### src/design/mwra_pkg.sv
package mwra_pkg;

  // widths fixed by the item formats
  localparam int unsigned SUM_W  = 64;
  localparam int unsigned WTOT_W = 40;
  localparam int unsigned PROD_W = 49;
  localparam int unsigned ID_W   = 4;
  localparam int unsigned MAX_REGIONS = 16;

  // configuration register indexes
  typedef enum logic [0:0] {
    CFG_USE_WEIGHT = 1'b0,
    CFG_AVG_ENABLE = 1'b1
  } cfg_idx_t;

  // per-region contents held by one cell
  typedef struct packed {
    logic [SUM_W-1:0]  sum;
    logic [WTOT_W-1:0] wtot;
    logic              seen;
  } cell_data_t;

  // control broadcast to every cell
  typedef struct packed {
    logic acc;
    logic shift;
    logic clr;
  } cell_ctl_t;

  typedef enum logic [2:0] {
    ST_IDLE,
    ST_ACC,
    ST_EMIT,
    ST_DIV,
    ST_OUT
  } state_t;

endpackage

### src/design/mwra_cell.sv
module mwra_cell #(
  parameter int CELL_IDX = 0
) (
  input  logic                               clk,
  input  logic                               rst_n,
  input  mwra_pkg::cell_ctl_t                ctl,
  input  logic [mwra_pkg::ID_W-1:0]          region,
  input  logic signed [mwra_pkg::PROD_W-1:0] prod,
  input  logic [15:0]                        wt,
  input  mwra_pkg::cell_data_t               nb_in,
  output mwra_pkg::cell_data_t               data_out
);

  mwra_pkg::cell_data_t data_r, data_nxt;
  logic [mwra_pkg::SUM_W:0]  sum_ext;
  logic [mwra_pkg::WTOT_W:0] wtot_ext;
  logic                      hit;

  assign hit = (region == mwra_pkg::ID_W'(CELL_IDX));

  // clear, else shift in from the neighbour, else saturating accumulate of value*weight and weight
  always_comb begin
    sum_ext  = {data_r.sum[mwra_pkg::SUM_W-1], data_r.sum}
             + {{(mwra_pkg::SUM_W+1-mwra_pkg::PROD_W){prod[mwra_pkg::PROD_W-1]}}, prod};
    wtot_ext = {1'b0, data_r.wtot} + {{(mwra_pkg::WTOT_W-15){1'b0}}, wt};
    data_nxt = data_r;
    if (ctl.clr) begin
      data_nxt = '0;
    end else if (ctl.shift) begin
      data_nxt = nb_in;
    end else if (ctl.acc && hit) begin
      if (sum_ext[mwra_pkg::SUM_W] != sum_ext[mwra_pkg::SUM_W-1]) begin
        data_nxt.sum = sum_ext[mwra_pkg::SUM_W] ? {1'b1, {(mwra_pkg::SUM_W-1){1'b0}}}
                                                : {1'b0, {(mwra_pkg::SUM_W-1){1'b1}}};
      end else begin
        data_nxt.sum = sum_ext[mwra_pkg::SUM_W-1:0];
      end
      data_nxt.wtot = wtot_ext[mwra_pkg::WTOT_W] ? '1 : wtot_ext[mwra_pkg::WTOT_W-1:0];
      data_nxt.seen = 1'b1;
    end
  end

  always_ff @(posedge clk) begin
    if (!rst_n) begin
      data_r <= '0;
    end else begin
      data_r <= data_nxt;
    end
  end

  assign data_out = data_r;

endmodule

### config.mk
export PLATFORM = sky130hd
export DESIGN_NAME = mwra_cell
export DESIGN_NICKNAME = d
export VERILOG_FILES = /design/src/design/mwra_pkg.sv /design/src/design/mwra_cell.sv
export SDC_FILE = /design/constraint.sdc
export NUM_CORES = 1
export LEC_CHECK = 0
export BUFFER_PORTS_ARGS = -buffer_cell sky130_fd_sc_hd__buf_2
export CORE_UTILIZATION = 49
export DETAILED_ROUTE_END_ITERATION = 6
export PLACE_DENSITY = 0.79
export RECOVER_POWER = 50
export SLEW_MARGIN = 5
export SYNTH_ARGS = -nofsm -noshare
export SYNTH_HDL_FRONTEND = slang
export SYNTH_SLANG_ARGS = --single-unit
### constraint.sdc
create_clock -name clk -period 3.97 [get_ports clk]
set_clock_uncertainty 0.15 [all_clocks]
set_input_delay 0.9925 -clock clk [delete_from_list [all_inputs] [get_ports clk]]
set_output_delay 0.9925 -clock clk [all_outputs]
set_load 0.01 [all_outputs]
After elaboration in Yosys (flattened, before gate mapping)
Index checks and enable logic that the tools add are counted.

Multiplexer cells: 5. Equal/unequal tests: 1. Bitwise operators: 1. Reductions and logical operators: 4. $add $sub $neg: 2.

Operators with widths (count): 105-bit two-way mux (2); 64-bit two-way mux (2); 64-bit by 49-bit adder with 65-bit output (1); 40-bit by 16-bit adder with 41-bit output (1); 40-bit two-way mux (1); 4-bit logical NOT (1); 2-bit nonzero test (1); 2-bit OR reduction (1); 1-bit logical AND (1); 1-bit inequality test (1); 1-bit inverter (1).

Register bits after elaboration: 105. Bits of input ports: 179.

Longest topological paths before layout
Depth after elaboration: 5. Mapped depth: 16. Gate-level depth less buffers: 13.

Worst setup path before layout
No wires, ideal clock.

Path type: input to register. From: input port wt[0]. To: register data_r, in the netlist data_out[20]. Arrival: 4014 ps. Library setup time: 118 ps. Cell stages on the path: 13. Path buffers: 1. Data required time: 3702 ps. Slack: -311 ps. Path through: ha_1 > fa_1 > a21o_1 > a21oi_1 > o21bai_1 > a311o_1 > a2111o_1 > a211oi_4 > or2_1 > buf_4 > nor2_1 > or3_1 > o2111a_1.

Cells in the longest elaborated chain, start to end: 4.

RTL lines: start: declaration (RTL line mwra_cell.sv:9) `input logic [15:0] wt,`; 40-bit by 16-bit adder with 41-bit output (RTL line mwra_cell.sv:25) `wtot_ext = {1'b0, data_r.wtot} + {{(mwra_pkg::WTOT_W-15){1'b0}}, wt};`; 40-bit two-way mux (RTL line mwra_cell.sv:38) `data_nxt.wtot = wtot_ext[mwra_pkg::WTOT_W] ? '1 : wtot_ext[mwra_pkg::WTOT_W-1:0];`; 105-bit two-way mux (RTL line mwra_cell.sv:31) `end else if (ctl.acc && hit) begin`; 105-bit two-way mux (RTL line mwra_cell.sv:29) `end else if (ctl.shift) begin`; end signal: assignment (RTL line mwra_cell.sv:47) `data_r <= data_nxt;`; end: declaration (RTL line mwra_cell.sv:14) `mwra_pkg::cell_data_t data_r, data_nxt;`.

Every way passes these cells. The select of a mux whose other input is x is not followed. A chain may end at the register's enable or synchronous reset.

Worst setup path in the final report
From: input port prod[0] (netlist name). To: register data_r, in the netlist data_out[97].

Cells in the longest elaborated chain, start to end: 5.

RTL lines: start: declaration (RTL line mwra_cell.sv:8) `input logic signed [mwra_pkg::PROD_W-1:0] prod,`; 64-bit by 49-bit adder with 65-bit output (*) (RTL line mwra_cell.sv:24) `+ {{(mwra_pkg::SUM_W+1-mwra_pkg::PROD_W){prod[mwra_pkg::PROD_W-1]}}, prod};`; 64-bit two-way mux or 1-bit inequality test (tied branches) (RTL line mwra_cell.sv:33, mwra_cell.sv:32); 64-bit two-way mux (*) (RTL line mwra_cell.sv:32) `if (sum_ext[mwra_pkg::SUM_W] != sum_ext[mwra_pkg::SUM_W-1]) begin`; 105-bit two-way mux (*) (RTL line mwra_cell.sv:31); 105-bit two-way mux (*) (RTL line mwra_cell.sv:29).

Every way passes the cells marked *; elsewhere a longest branch is shown, timed or not. The select of a mux whose other input is x is not followed.

==> summary.md <==
| Metric | Value |
|---|---|
| List of most frequent post-synthesis cells | 160 x a21oi_1, 146 x nor3_1, 144 x o21ai_0 |
| Crit path required time | 4.10 ns |
| Vias in the first global route | 11220 |
| RSZ-0062 raised after global routing | true |
| Critical Path Source Type | primary input |
| Leakage power | 0.005431 uW |
| Asr flop ratio synth | 0% |
| Combined buffer and inverter count along the critical path | 4 |
| Total power | 3279 uW |
| Min Hold Slack | 0.3634 ns |
| First DRT Iteration DRCs | 949 |
| Total Neg Setup Slack | 0 ns |
| Pin count of the biggest net entering global routing | 109 |
| Peak supply drop | 0.2691 mV |
| Synth Instances | 1351 |
| Final worst-path cycle share | 95.65% |
| PortBufs | 283 |
| Synth warn | 0 |
| Cells along the critical path | buf_2 -> ha_1 -> inv_1 -> fa_1 -> nor2b_1 -> o31a_1 -> o21ai_1 -> a211o_1 -> a2111o_1 -> and3_1 -> o21ai_0 -> buf_4 -> a21oi_2 -> buf_4 -> a211oi_1 |
| Worst EP arrival | 3.92 ns |
| Max Fclk | 263.4 MHz |
| Detailed Place HPWL | 27680 um |
| Least-Margin Pin Slew | 0.8704 ns |
| Tmin final | 3.797 ns |
| Maximum root-to-sink buffer count | 2 |
| Area growth syn-to-layout | 29.71% |
| Initial antenna violation count | 1 |
| Number of flip-flops in the largest register | 105 |
| Drt total wl | 35230 um |
| Final net count | 1977 |
| Clock-pin slew on the worst setup and hold paths | 0.08 ns |
| Setup crit end kind | flop |
| Status | finished, final reports clean |
| Top post-synthesis cells by area | dfxtp_1 22%, ha_1 10%, a21oi_1 8.3% |
| Syn Area/Cell | 7.160 um2 |
| Share of cells above drive strength 1 | 22.20% |
| Pre-Repair DR Iteration Count | 5 |
| Total CTS buffers | 9 |
| CTS H-tree lvls | 3 |
| Hold Crit Class | flop to flop |
| Leading area contributor after synthesis | dfxtp_1 |
| Setup CP Type | primary input to flop |
| Top cell family by delay on the critical path | compound AO/OA/AOI/OAI gates |
| Diodes inserted | 0 |
| Routed via count | 12090 |
| Slew HR | 41.15% |
| Most frequent CP cell | buf_4 |
| First-pass GRT wire length | 55550 um |
| Crit path max fanout | 7 |
| Die area | 0.02031 mm2 |
| TritonCTS clock tree | yes |
| Synth top area share | 21.73% |
| Final instance area | 0.01255 mm2 |
| Row cnt | 51 |
| Placer congestion estimate | 0.9673 |
| Top_reg_cell synth | dfxtp_1 |
| Peak per-stage delay on the critical path | 0.41 ns |
| Total Routing Usage GR | 34.26% |
| Endpoints failing hold | 0 |
| CTS sink cnt | 105 |
| Syn Std Cell Area | 0.009673 mm2 |
| Overflow after GRT | 0 |
| Cell with the most instances after synthesis | a21oi_1 |
| Routed Antenna Nets | 0 |
| Initial core utilization | 49.86% |
| Worst path slowest cell | a2111o_1 |
| Worst skew pair latency | 0.37 ns |
| Seq cells post-synth | 105 |
| Root Buffer | clkbuf_16 |
| Drt wl/cell | 17.74 um |
| Distinct cell type count after synthesis | 70 |
| # setup viols final | 0 |
| Placed cell area | 0.01233 mm2 |
| Chip width | 142.5 um |
| Final-layout fill cell count | 1807 |
| Via density | 6.088 |
| Post-synth EDFFs | 0 |
| Power Dens Cells | 261.4 mW/mm2 |
| Register area share after synthesis | 21.73% |
| Final slew viol count | 0 |
| Remaining DRCs | 0 |
| Max_cap viols | 0 |
| Cts hold-fix bufs | 0 |
| Net count after synthesis | 1612 |
| Ports | 284 |
| Die Ht | 142.5 um |
| Core area | 0.01940 mm2 |
-- path summary, 6_finish.rpt --
| kind | startpoint | end | slack (ns) | cells past startpoint |
|---|---|---|---|---|
| worst min-delay path | data_out[0] | data_out[0] | 0.36 | 2 |
| worst max register to register | data_out[41] | data_out[97] | 0.49 | 14 |
| worst max-delay path | prod[0] | data_out[97] | 0.17 | 15 |
| worst min register to register | data_out[0] | data_out[0] | 0.36 | 2 |
-- layer usage --
| layer | wire [um] | GRT usage, % | up-vias |
|---|---|---|---|
| met5 | 11 | 0 | - |
| met4 | 1146 | 14.20 | 2 |
| met2 | 16540 | 57.09 | 530 |
| met1 | 14860 | 43.71 | 5656 |
| met3 | 2670 | 5.619 | 94 |
| li1 | - | - | 5808 |
-- layout by cell type (no fill, tap or decap), types with 8 or more instances in the layout --
| cell type | Yosys | routed |
|---|---|---|
| buf_2 | 13 | 181 |
| a21oi_1 | 160 | 157 |
| buf_4 | 1 | 154 |
| nor3_1 | 146 | 145 |
| o21ai_0 | 144 | 143 |
| nand2_1 | 112 | 112 |
| dfxtp_1 | 105 | 105 |
| clkbuf_1 | 73 | 102 |
| ha_1 | 80 | 79 |
| nor2_1 | 72 | 72 |
| a211oi_1 | 42 | 41 |
| xnor2_1 | 41 | 41 |
| nand3_1 | 31 | 30 |
| xor2_1 | 29 | 29 |
| inv_1 | 28 | 28 |
| nand4_1 | 24 | 24 |
| a21o_1 | 23 | 23 |
| and3_1 | 20 | 20 |
| o21bai_1 | 19 | 19 |
| a31oi_1 | 14 | 14 |
| o211ai_1 | 12 | 12 |
| nor2b_1 | 11 | 10 |
| o21a_1 | 11 | 10 |
| nor4_1 | 9 | 9 |
| and2_1 | 10 | 9 |
| clkbuf_16 | 0 | 9 |
| or3_1 | 8 | 8 |
-- cell type report --
class / count / area, um2 / area share (%)
multi-input cells: 1130 / 7169 / 57.14
repair buffers: 441 / 2532 / 20.18
flip-flops and latches: 105 / 2102 / 16.75
well taps: 265 / 331.6 / 2.643
clock buffers: 11 / 242.7 / 1.935
inverters: 29 / 108.9 / 0.8676
clock inverters: 5 / 60.06 / 0.4787
-- worst reg2reg max path, cell delays in order, from the launching register on --
cell and delay, ns:
dfxtp_1 0.40, ha_1 0.19, inv_1 0.05, fa_1 0.40
nor2b_1 0.16, o31a_1 0.17, o21ai_1 0.09, a211o_1 0.33
a2111o_1 0.41, and3_1 0.23, o21ai_0 0.18, buf_4 0.15
a21oi_2 0.09, buf_4 0.19, a211oi_1 0.21
-- timing repair --
action	in CTS	in global routing
resized for setup	0	7
setup buffers	0	1
setup endpoints to repair	0	48
-- report_power, final --
part	leakage (uW)	total, uW	internal (uW)	switching [uW]
combinational	0.00442	1150	507	639
sequential	0.000859	1150	1100	48.5
clock	0.000147	985	513	472
total	0.00543	3280	2120	1160
-- metrics by stage --
| step | cells | setup WS (ns) | utilization (%) |
|---|---|---|---|
| finish | 1986 | 0.1729 | 64.68 |
| global route | 1986 | -0.04740 | 64.68 |
| CTS | 1985 | 0.1494 | 65.13 |
| detailed placement | 1969 | -0.2150 | 63.56 |
| global placement | 1969 | -0.1711 | 63.56 |
| floorplan | 1351 | -0.1653 | - |
-- kinds of logic (layout without fill, tap and decap cells) --
| family | Yosys count | after routing | share of synthesized area, % |
|---|---|---|---|
| DFF | 105 | 105 | 21.73 |
| buffers and inverters | 116 | 486 | 4.708 |
| and+or+nand+nor | 464 | 464 | 23.23 |
| AOI/OAI and AO/OA | 509 | 509 | 32.67 |
| muxes | 5 | 5 | 0.5562 |
| adders and majority gates | 82 | 82 | 10.76 |
| xor gates and xnor gates | 70 | 70 | 6.338 |
(Power assumes the default switching activity.)
