## src/design/mwra_pkg.sv

```systemverilog
package mwra_pkg;

  // widths fixed by the item formats
  localparam int unsigned SUM_W  = 64;
  localparam int unsigned WTOT_W = 40;
  localparam int unsigned PROD_W = 49;
  localparam int unsigned ID_W   = 4;
  localparam int unsigned MAX_REGIONS = 16;

  // configuration register indexes
  typedef enum logic [0:0] {
    CFG_USE_WEIGHT = 1'b0,
    CFG_AVG_ENABLE = 1'b1
  } cfg_idx_t;

  // per-region contents held by one cell
  typedef struct packed {
    logic [SUM_W-1:0]  sum;
    logic [WTOT_W-1:0] wtot;
    logic              seen;
  } cell_data_t;

  // control broadcast to every cell
  typedef struct packed {
    logic acc;
    logic shift;
    logic clr;
  } cell_ctl_t;

  typedef enum logic [2:0] {
    ST_IDLE,
    ST_ACC,
    ST_EMIT,
    ST_DIV,
    ST_OUT
  } state_t;

endpackage

```

## src/design/mwra_div.sv

```systemverilog
module mwra_div (
  input  logic                               clk,
  input  logic                               rst_n,
  input  logic                               start,
  input  logic [mwra_pkg::SUM_W-1:0]         dividend,
  input  logic [mwra_pkg::WTOT_W-1:0]        divisor,
  output logic                               busy,
  output logic                               done,
  output logic [mwra_pkg::SUM_W-1:0]         quot
);

  logic                        busy_r, busy_nxt, done_r, done_nxt, neg_r, neg_nxt;
  logic [5:0]                  cnt_r, cnt_nxt;
  logic [mwra_pkg::SUM_W-1:0]  q_r, q_nxt;
  logic [mwra_pkg::WTOT_W-1:0] rem_r, rem_nxt, d_r, d_nxt;
  logic [mwra_pkg::WTOT_W:0]   trial;

  function automatic logic [mwra_pkg::WTOT_W-1:0] WTOT_SEL(input logic [mwra_pkg::WTOT_W:0] v);
    return v[mwra_pkg::WTOT_W-1:0];
  endfunction

  // restoring division, one quotient bit per cycle on the magnitude
  always_comb begin
    busy_nxt = busy_r;
    done_nxt = 1'b0;
    neg_nxt  = neg_r;
    cnt_nxt  = cnt_r;
    q_nxt    = q_r;
    rem_nxt  = rem_r;
    d_nxt    = d_r;
    trial    = {rem_r, q_r[mwra_pkg::SUM_W-1]};
    if (start) begin
      busy_nxt = 1'b1;
      neg_nxt  = dividend[mwra_pkg::SUM_W-1];
      q_nxt    = dividend[mwra_pkg::SUM_W-1] ? (~dividend + 1'b1) : dividend;
      rem_nxt  = '0;
      d_nxt    = divisor;
      cnt_nxt  = '0;
    end else if (busy_r) begin
      if (trial >= {1'b0, d_r}) begin
        rem_nxt = WTOT_SEL(trial - {1'b0, d_r});
        q_nxt   = {q_r[mwra_pkg::SUM_W-2:0], 1'b1};
      end else begin
        rem_nxt = WTOT_SEL(trial);
        q_nxt   = {q_r[mwra_pkg::SUM_W-2:0], 1'b0};
      end
      cnt_nxt = cnt_r + 6'd1;
      if (cnt_r == 6'd63) begin
        busy_nxt = 1'b0;
        done_nxt = 1'b1;
      end
    end
  end

  always_ff @(posedge clk) begin
    if (!rst_n) begin
      busy_r <= 1'b0;
      done_r <= 1'b0;
      cnt_r  <= '0;
    end else begin
      busy_r <= busy_nxt;
      done_r <= done_nxt;
      cnt_r  <= cnt_nxt;
    end
    neg_r <= neg_nxt;
    q_r   <= q_nxt;
    rem_r <= rem_nxt;
    d_r   <= d_nxt;
  end

  assign busy = busy_r;
  assign done = done_r;
  assign quot = neg_r ? (~q_r + 1'b1) : q_r;

endmodule

```

## config.mk

```make
export PLATFORM = sky130hd
export DESIGN_NAME = mwra_div
export DESIGN_NICKNAME = d
export VERILOG_FILES = /design/src/design/mwra_pkg.sv /design/src/design/mwra_div.sv
export SDC_FILE = /design/constraint.sdc
export NUM_CORES = 1
export LEC_CHECK = 0
export ABC_AREA = 1
export ABC_CLOCK_PERIOD_IN_PS = 6150
export BUFFER_PORTS_ARGS = -buffer_cell sky130_fd_sc_hd__buf_2
export CORE_MARGIN = 10
export CORE_UTILIZATION = 50
export DETAILED_ROUTE_END_ITERATION = 12
export GPL_TIMING_DRIVEN = 0
export PLACE_DENSITY = 0.7
export SLEW_MARGIN = 20
export SYNTH_ARGS = -nofsm -noshare
export SYNTH_HDL_FRONTEND = slang
export SYNTH_SLANG_ARGS = --single-unit
```

## constraint.sdc

```tcl
create_clock -name clk -period 6.15 [get_ports clk]
set_input_delay 1.23 -clock clk [delete_from_list [all_inputs] [get_ports clk]]
set_output_delay 1.23 -clock clk [all_outputs]
set_load 0.02 [all_outputs]
```

### Word-level counts from Yosys, hierarchy flattened

Cells that the tools add are included.

* register bits: 153
* input bits: 107
* output and inout port bits: 66
* logic and storage cells: 30

* $add $sub $neg: 4
* magnitude comparators: 1
* equality and inequality tests: 1
* mux-type cells: 10
* bitwise operators: 4
* reductions and logical operators: 3

Operators with widths (count)
* 2-to-1 mux 64 bit: 4
* adder 64 x 1 -> 64 bit (second input constant): 2
* inverter 64 bit: 2
* greater-or-equal comparator 41 x 40 -> 1 bit: 1
* 2-to-1 mux 40 bit: 1
* subtractor 40 bit: 1
* adder 6 x 1 -> 6 bit (second input constant): 1
* == test 6 bit (second input constant): 1
* 2-to-1 mux 1 bit: 5
* OR reduction 3 bit: 1
* inverter 1 bit: 2
* nonzero test 2 bit: 1
* OR reduction 2 bit: 1

### Depth between registers and ports, before layout

Gate-level depths: netlist of run 1.

* depth in word-level cells: 4
* gate-level depth with buffers: 17
* gate-level depth less buffers: 17

### Worst setup path before layout of run 1

OpenSTA, ideal clock, no wires.

* path kind: input to register
* from: input port start
* to: register q_r[0] (netlist name) (enable)
* setup time: 0.454 ns
* data arrival time: 3.709 ns
* data required time: 5.696 ns
* slack: 1.987 ns
* stages: 4
* path buffers: 2
* cells stage by stage: clkbuf_1 -> nor2_1 -> inv_2 -> buf_1

* word-level cells in the longest chain between the ends: 1

RTL lines
* start, declared: RTL line mwra_div.sv:4 `input logic start,`
* nonzero test 2 bit (no line)
* end signal, assigned: RTL line mwra_div.sv:66 `q_r <= q_nxt;`
* end, declared: RTL line mwra_div.sv:14 `logic [mwra_pkg::SUM_W-1:0] q_r, q_nxt;`

No other way between the ends.
A chain may end at the register's enable or synchronous reset.

### Worst setup path after layout of run 1

* from: register q_r[1] (netlist name)
* to: output port quot[30] (netlist name)

* word-level cells in the longest chain between the ends: 3

RTL lines
* inverter 64 bit: RTL line mwra_div.sv:73 `assign quot = neg_r ? (~q_r + 1'b1) : q_r;`
* adder 64 x 1 -> 64 bit: RTL line mwra_div.sv:73
* 2-to-1 mux 64 bit: RTL line mwra_div.sv:73
* end, declared: RTL line mwra_div.sv:9 `output logic [mwra_pkg::SUM_W-1:0] quot`

No other way between the ends.

==> results of run 1 <==
-- layout by cell type (no fill, tap or decap), types with 39 or more instances in the layout --
cell type / instances
ha_1: 43
edfxtp_1: 105
inv_1: 337
a21oi_1: 45
nand2_1: 712
xor2_1: 86
nand4_1: 39
nor2_1: 240
nand3_1: 184
dfxtp_1: 48
o21ai_0: 100
buf_2: 181
-- logic make-up (layout without fill, tap and decap cells) --
family,count (synthesis),in the layout,synth area share [%]
and+or+nand+nor,1277,1277,39.56
buffers and inverters,406,612,11.48
AOI/OAI and AO/OA,195,195,7.617
DFF,153,153,29.99
xor gates and xnor gates,114,114,7.279
adders and majority gates,44,44,4.068
-- critical path, stage by stage (launching register included) --
cell      delay (ns)
edfxtp_1        0.40
inv_1           0.15
ha_1            0.24
nand3_2         0.14
nor2_2          0.20
nand3_2         0.13
nor3_1          0.20
inv_1           0.10
o21ai_2         0.29
o21ai_1         0.15
xor2_1          0.35
buf_2           0.24
-- worst max path at each step --
stage                       from  endpoint  slack [ns]  cells after the start
after floorplan            start    q_r[0]        1.99                      4
after global placement     start   q_r[52]       -0.13                      5
after detailed placement   start   q_r[54]        1.86                      7
after CTS                 q_r[0]  quot[30]        1.95                     11
after global routing      q_r[1]  quot[30]        1.68                     11
final                     q_r[1]  quot[30]        1.86                     11
-- sequential cells by signal, summed over array words and instances (netlist names) --
name   cells
busy       1
cnt_r      6
d_r       40
done       1
neg_r      1
q_r       64
rem_r     40
-- metal layers --
metal / GRT usage [%] / up-vias / part of all wire, %
li1: - / 7317 / -
met1: 31.78 / 6729 / 39
met2: 54.09 / 573 / 51
met3: 4.387 / 145 / 5.1
met4: 16.38 / 0 / 5.6
met5: 0 / - / 0
-- per-stage QoR --
step	setup WS (ns)	cell area, um^2	hold slack, ns	setup TNS, ns
detailed placement	1.857	15050	0.4580	0
global route	1.684	15660	0.4850	0
finish	1.857	15660	0.4713	0
global placement	-0.1323	15000	0.4558	-7.884
CTS	1.954	15660	0.4690	0
floorplan	1.987	13720	0.4434	0
-- cell type report --
class | instances | area, um^2
Timing Repair Buffer | 174 | 900.9
Inverter | 354 | 1329
Fill cell | 2704 | 11290
Sequential cell | 153 | 4114
Clock buffer | 17 | 425.4
Buffer | 52 | 247.7
Clock inverter | 15 | 187.7
Tap cell | 341 | 426.7
Multi-Input combinational cell | 1630 | 8028
-- report_power, final --
group          switching [W]  internal (W)  leakage [nW]
sequential         0.0000630       0.00119          1.45
clock               0.000498      0.000649         0.299
combinational       0.000558      0.000237          5.96
total                0.00112       0.00208          7.70
==> metrics.txt, run 1 <==
status=finished clean; final global-route overflow total=0; RSZ-0062 raised after global routing=no; Final Util=between 50% and 60%; Core Area=around 27000 um^2; CTS root buffer=clkbuf_16; final setup vio count=0; worst hold start=rem_r[22]; yosys warns=0; first-pass GRT wire length=slightly below 80000 um; die area=~34000 um^2; remaining antenna violation count=0; num rows=60; Via Count=14760; drt initial violations=between 1000 and 1500; vias in the first global route=between 10000 and 15000; Non-Filler Instances=around 2700; post-synth top area share=between 20% and 30%; Clk Latency, worst-skew pair=0.45 ns; setup bufs post-CTS=0; syn_nets=between 2000 and 2500; CTS tree=done; Final Hold Fails=0; number of gates resized after CTS=0; reg-to-reg critical path startpoint=q_r[63]; share of layout cells above drive strength 1=between 10 and 15%; I/O pin count=173; register bit total from synthesis=about 150; RR Endpoint=rem_r[32]; gr usage total=about 30%; Gate Count Post-Synth=roughly 2200; Syn Area/Cell=~6.3 um^2; Post-synth EDFFs=105; Die Y=about 190 um; placed cell count=2704; DIE WIDTH=between 150 and 200 um; Sink Count=~150; hpwl dp=~42000 um; hold depth=2; CP Data Required Time=~5 ns; # DRC=0; Final nets=roughly 2500; fin crit share=69.80%; CP Launch Type=flip-flop; Avg WL per Cell=between 15 and 20 um; Max Clock Skew=between 0.01 and 0.015 ns; Leakage Power=between 7 and 8 nW; vias per inst=around 5.4; initial antenna violation count=0; top-count cell post-synth=nand2_1; f_max=around 0.23 GHz; Port Buffer Count=roughly 170; crit path capture type=output pin; sequential share of the synthesized area=29.99%; post-synthesis cell type count=48; max-capacitance violation count=0; Power Total=roughly 0.0032 W; 1st-pass router iterations=5; minimum clock period=around 4.3 ns; hold crit path type=reg -> reg; worst vdd ir=between 0.2 and 0.25 mV; CTS clk-pin slew, worst paths=~0.070 ns; worst setup path class=reg -> out; Worst R2R Setup Slack=3.50 ns; starting density of the core=50.90%; hold buffer count at CTS=0; gp weighted congestion=approximately 0.97; power density cells=about 200 nW/um^2; total CTS buffers=17; top_reg_cell synth=edfxtp_1; Post-Route WL=between 50000 and 60000 um; worst-path maximum fanout=5; WP data arrival=between 3 and 4 ns; worst-margin pin slew=1.019 ns; Area contributors post-synth=edfxtp_1 (23%), nand2_1 (19%), inv_1 (9.2%); mapped cell area=about 14000 um^2; Antenna diodes=0; largest net degree at the start of global routing=43; top cell type by total area after synthesis=edfxtp_1; ys async rst share=0%; Post-synth top cells=nand2_1 (712), inv_1 (337), nor2_1 (240); Clock Path Buffers=2; Syn-to-layout area delta=14.16%; Hold Path Sink=rem_r[22]; Slew HR=around a third; H-tree depth=4; FF-to-FF path depth=15; Slew Limit Fails=0
Power figures use the tool's default switching activity.
==> inputs of run 2 (changes only) <==
Settings changed: ABC_CLOCK_PERIOD_IN_PS 6150 to 3630, PLACE_DENSITY 0.7 to 0.73.
Clock period 6.15 ns to 3.63 ns, I/O delays scaled along.
==> metrics.txt, run 2 (synthesis results as in run 1) <==
status=finished clean; Largest Register=q_r; I/O pin count=173 (unchanged); hold slack=0.4514 ns (-0.01994 ns); Final Util=58.19% (+0.088 points); Setup WS post-layout=0.04975 ns (-1.807 ns); Multi-input gate area=8064 um^2 (+0.45%); max-capacitance violation count=0 (unchanged); share of layout cells above drive strength 1=11.86% (+0.50 points); Max Clock Skew=0.01493 ns (+0.004171 ns); die area=34460 um^2 (unchanged); Core Area=26950 um^2 (unchanged); placed cell count=2703 (-0.037%); hpwl dp=43230 um (+2.0%); Power Total=0.005325 W (+67%); hold depth=1 (-1); Clock Path Buffers=2 (unchanged); num rows=60 (unchanged); Final Hold Fails=0 (unchanged); DIE WIDTH=185.6 um (unchanged); first-pass GRT wire length=78580 um (+0.53%); hold crit path type=in -> reg; Leakage Power=7.699 nW (about the same); vias per inst=5.357 (-0.72%); Slew Limit Fails=0 (unchanged); Syn-to-layout area delta=14.33%; gr usage total=29.75% (+0.25 points); starting density of the core=50.90% (unchanged); Clk Latency, worst-skew pair=0.45 ns (about the same); RSZ-0062 raised after global routing=no; final global-route overflow total=0 (unchanged); commonest non-fill, non-tap cell in the layout=nand2_1; FF-to-FF path depth=15 (unchanged); f_max=approximately 0.28 GHz; initial antenna violation count=0 (unchanged); worst vdd ir=0.3225 mV (+57%); Sequential Area=4114 um^2 (unchanged); crit path capture type=output pin; most frequent cells in the layout=nand2_1 (712), inv_1 (335), nor2_1 (238); max reg flops=64 (unchanged); fin crit share=98.63%; Non-Filler Instances=2736 (unchanged); drt initial violations=1192 (+8.0%); power density cells=339.5 nW/um^2 (+66%); CTS clk-pin slew, worst paths=0.08 ns (about the same); worst-path maximum fanout=5 (unchanged); 1st-pass router iterations=6 (+1); CP Launch Type=flip-flop; hold buffer count at CTS=0 (unchanged); Port Buffer Count=172 (unchanged); fillcell total=2775 (+2.6%); Die Y=185.6 um (unchanged); # DRC=0 (unchanged); CTS root buffer=clkbuf_16; H-tree depth=4 (unchanged); Post-Route WL=51760 um (+0.92%); worst-margin pin slew=1.031 ns (+0.01227 ns); WP data arrival=2.85 ns (-0.21 ns); largest net degree at the start of global routing=49 (+14%); Sink Count=153 (unchanged); total CTS buffers=17 (unchanged); final setup vio count=0 (unchanged); largest registers=q_r (64), d_r (40), rem_r (40); CTS tree=done; remaining antenna violation count=0 (unchanged); Via Count=14660 (-0.72%); vias in the first global route=14400 (-1.3%); worst setup path class=reg -> out; gp weighted congestion=1.016 (+4.3%); pre-CTS WS=-0.01610 ns (-1.873 ns); Slew HR=31.24% (-0.82 points); minimum clock period=~3.6 ns; Avg WL per Cell=18.92 um (+0.92%); Final nets=2533 (unchanged); CP Data Required Time=2.90 ns (-2.02 ns); Antenna diodes=0 (unchanged)
==> run 2: changes by cell type in the layout (fill, tap and decap cells not counted), sizes merged <==
cell	delta
clkbuf	+1
buf	-1
bufinv	-2
inv	+2
==> run 2: cell type report <==
| class | instances | area share, % |
|---|---|---|
| clock inverter | 15 | 1.101 |
| timing repair buffer | 174 | 5.728 |
| multi-input combinational | 1630 | 51.42 |
| inverter | 354 | 8.473 |
| buffer | 52 | 1.612 |
| sequential | 153 | 26.23 |
| clock buffer | 17 | 2.713 |
| tap | 341 | 2.721 |
==> run 2: path summary, 6_finish.rpt <==
path	from	to	slack (ns)
max	q_r[0]	quot[42]	0.05
min	divisor[6]	d_r[6]	0.45
max reg2reg	q_r[63]	rem_r[32]	1.02
min reg2reg	rem_r[17]	rem_r[17]	0.47
==> run 2: per-layer routing <==
metal / share of wire [%] / vias to the layer above / GRT usage [%]
li1: - / 7303 / -
met1: 38 / 6653 / 32.52
met2: 50 / 565 / 53.49
met5: 0 / - / 0
met3: 5.9 / 136 / 4.406
met4: 6.0 / 0 / 17.61
==> run 2: what timing repair did <==
action / 4_1_cts / 5_1_grt
setup buffers: 0 / 1
resized for setup: 3 / 12
pin swaps: 0 / 4
cloned: 0 / 0
setup endpoints to repair: 3 / 15
==> run 2: where the power goes <==
part	switching (W)	internal (W)	leakage (nW)
Clock	0.000857	0.000984	0.292
Sequential	0.000105	0.00202	1.45
Combinational	0.000957	0.000404	5.96
==> run 2: worst max-delay path, stage by stage, from the launching register on <==
cell and delay, ns:
edfxtp_1 0.42, inv_2 0.12, ha_2 0.22, nand3_2 0.16
nor2_4 0.17, nand3_2 0.13, nor3_1 0.16, inv_1 0.10
o21ai_4 0.29, nand3_1 0.14, xor2_1 0.28, buf_2 0.23
==> run 2: metrics by stage <==
stage                     cell area (um^2)  setup TNS (ns)
after floorplan                      13720               0
after global placement               15010         -143.09
after detailed placement             15040        -0.01610
after CTS                            15650               0
after global routing                 15680               0
final                                15680               0
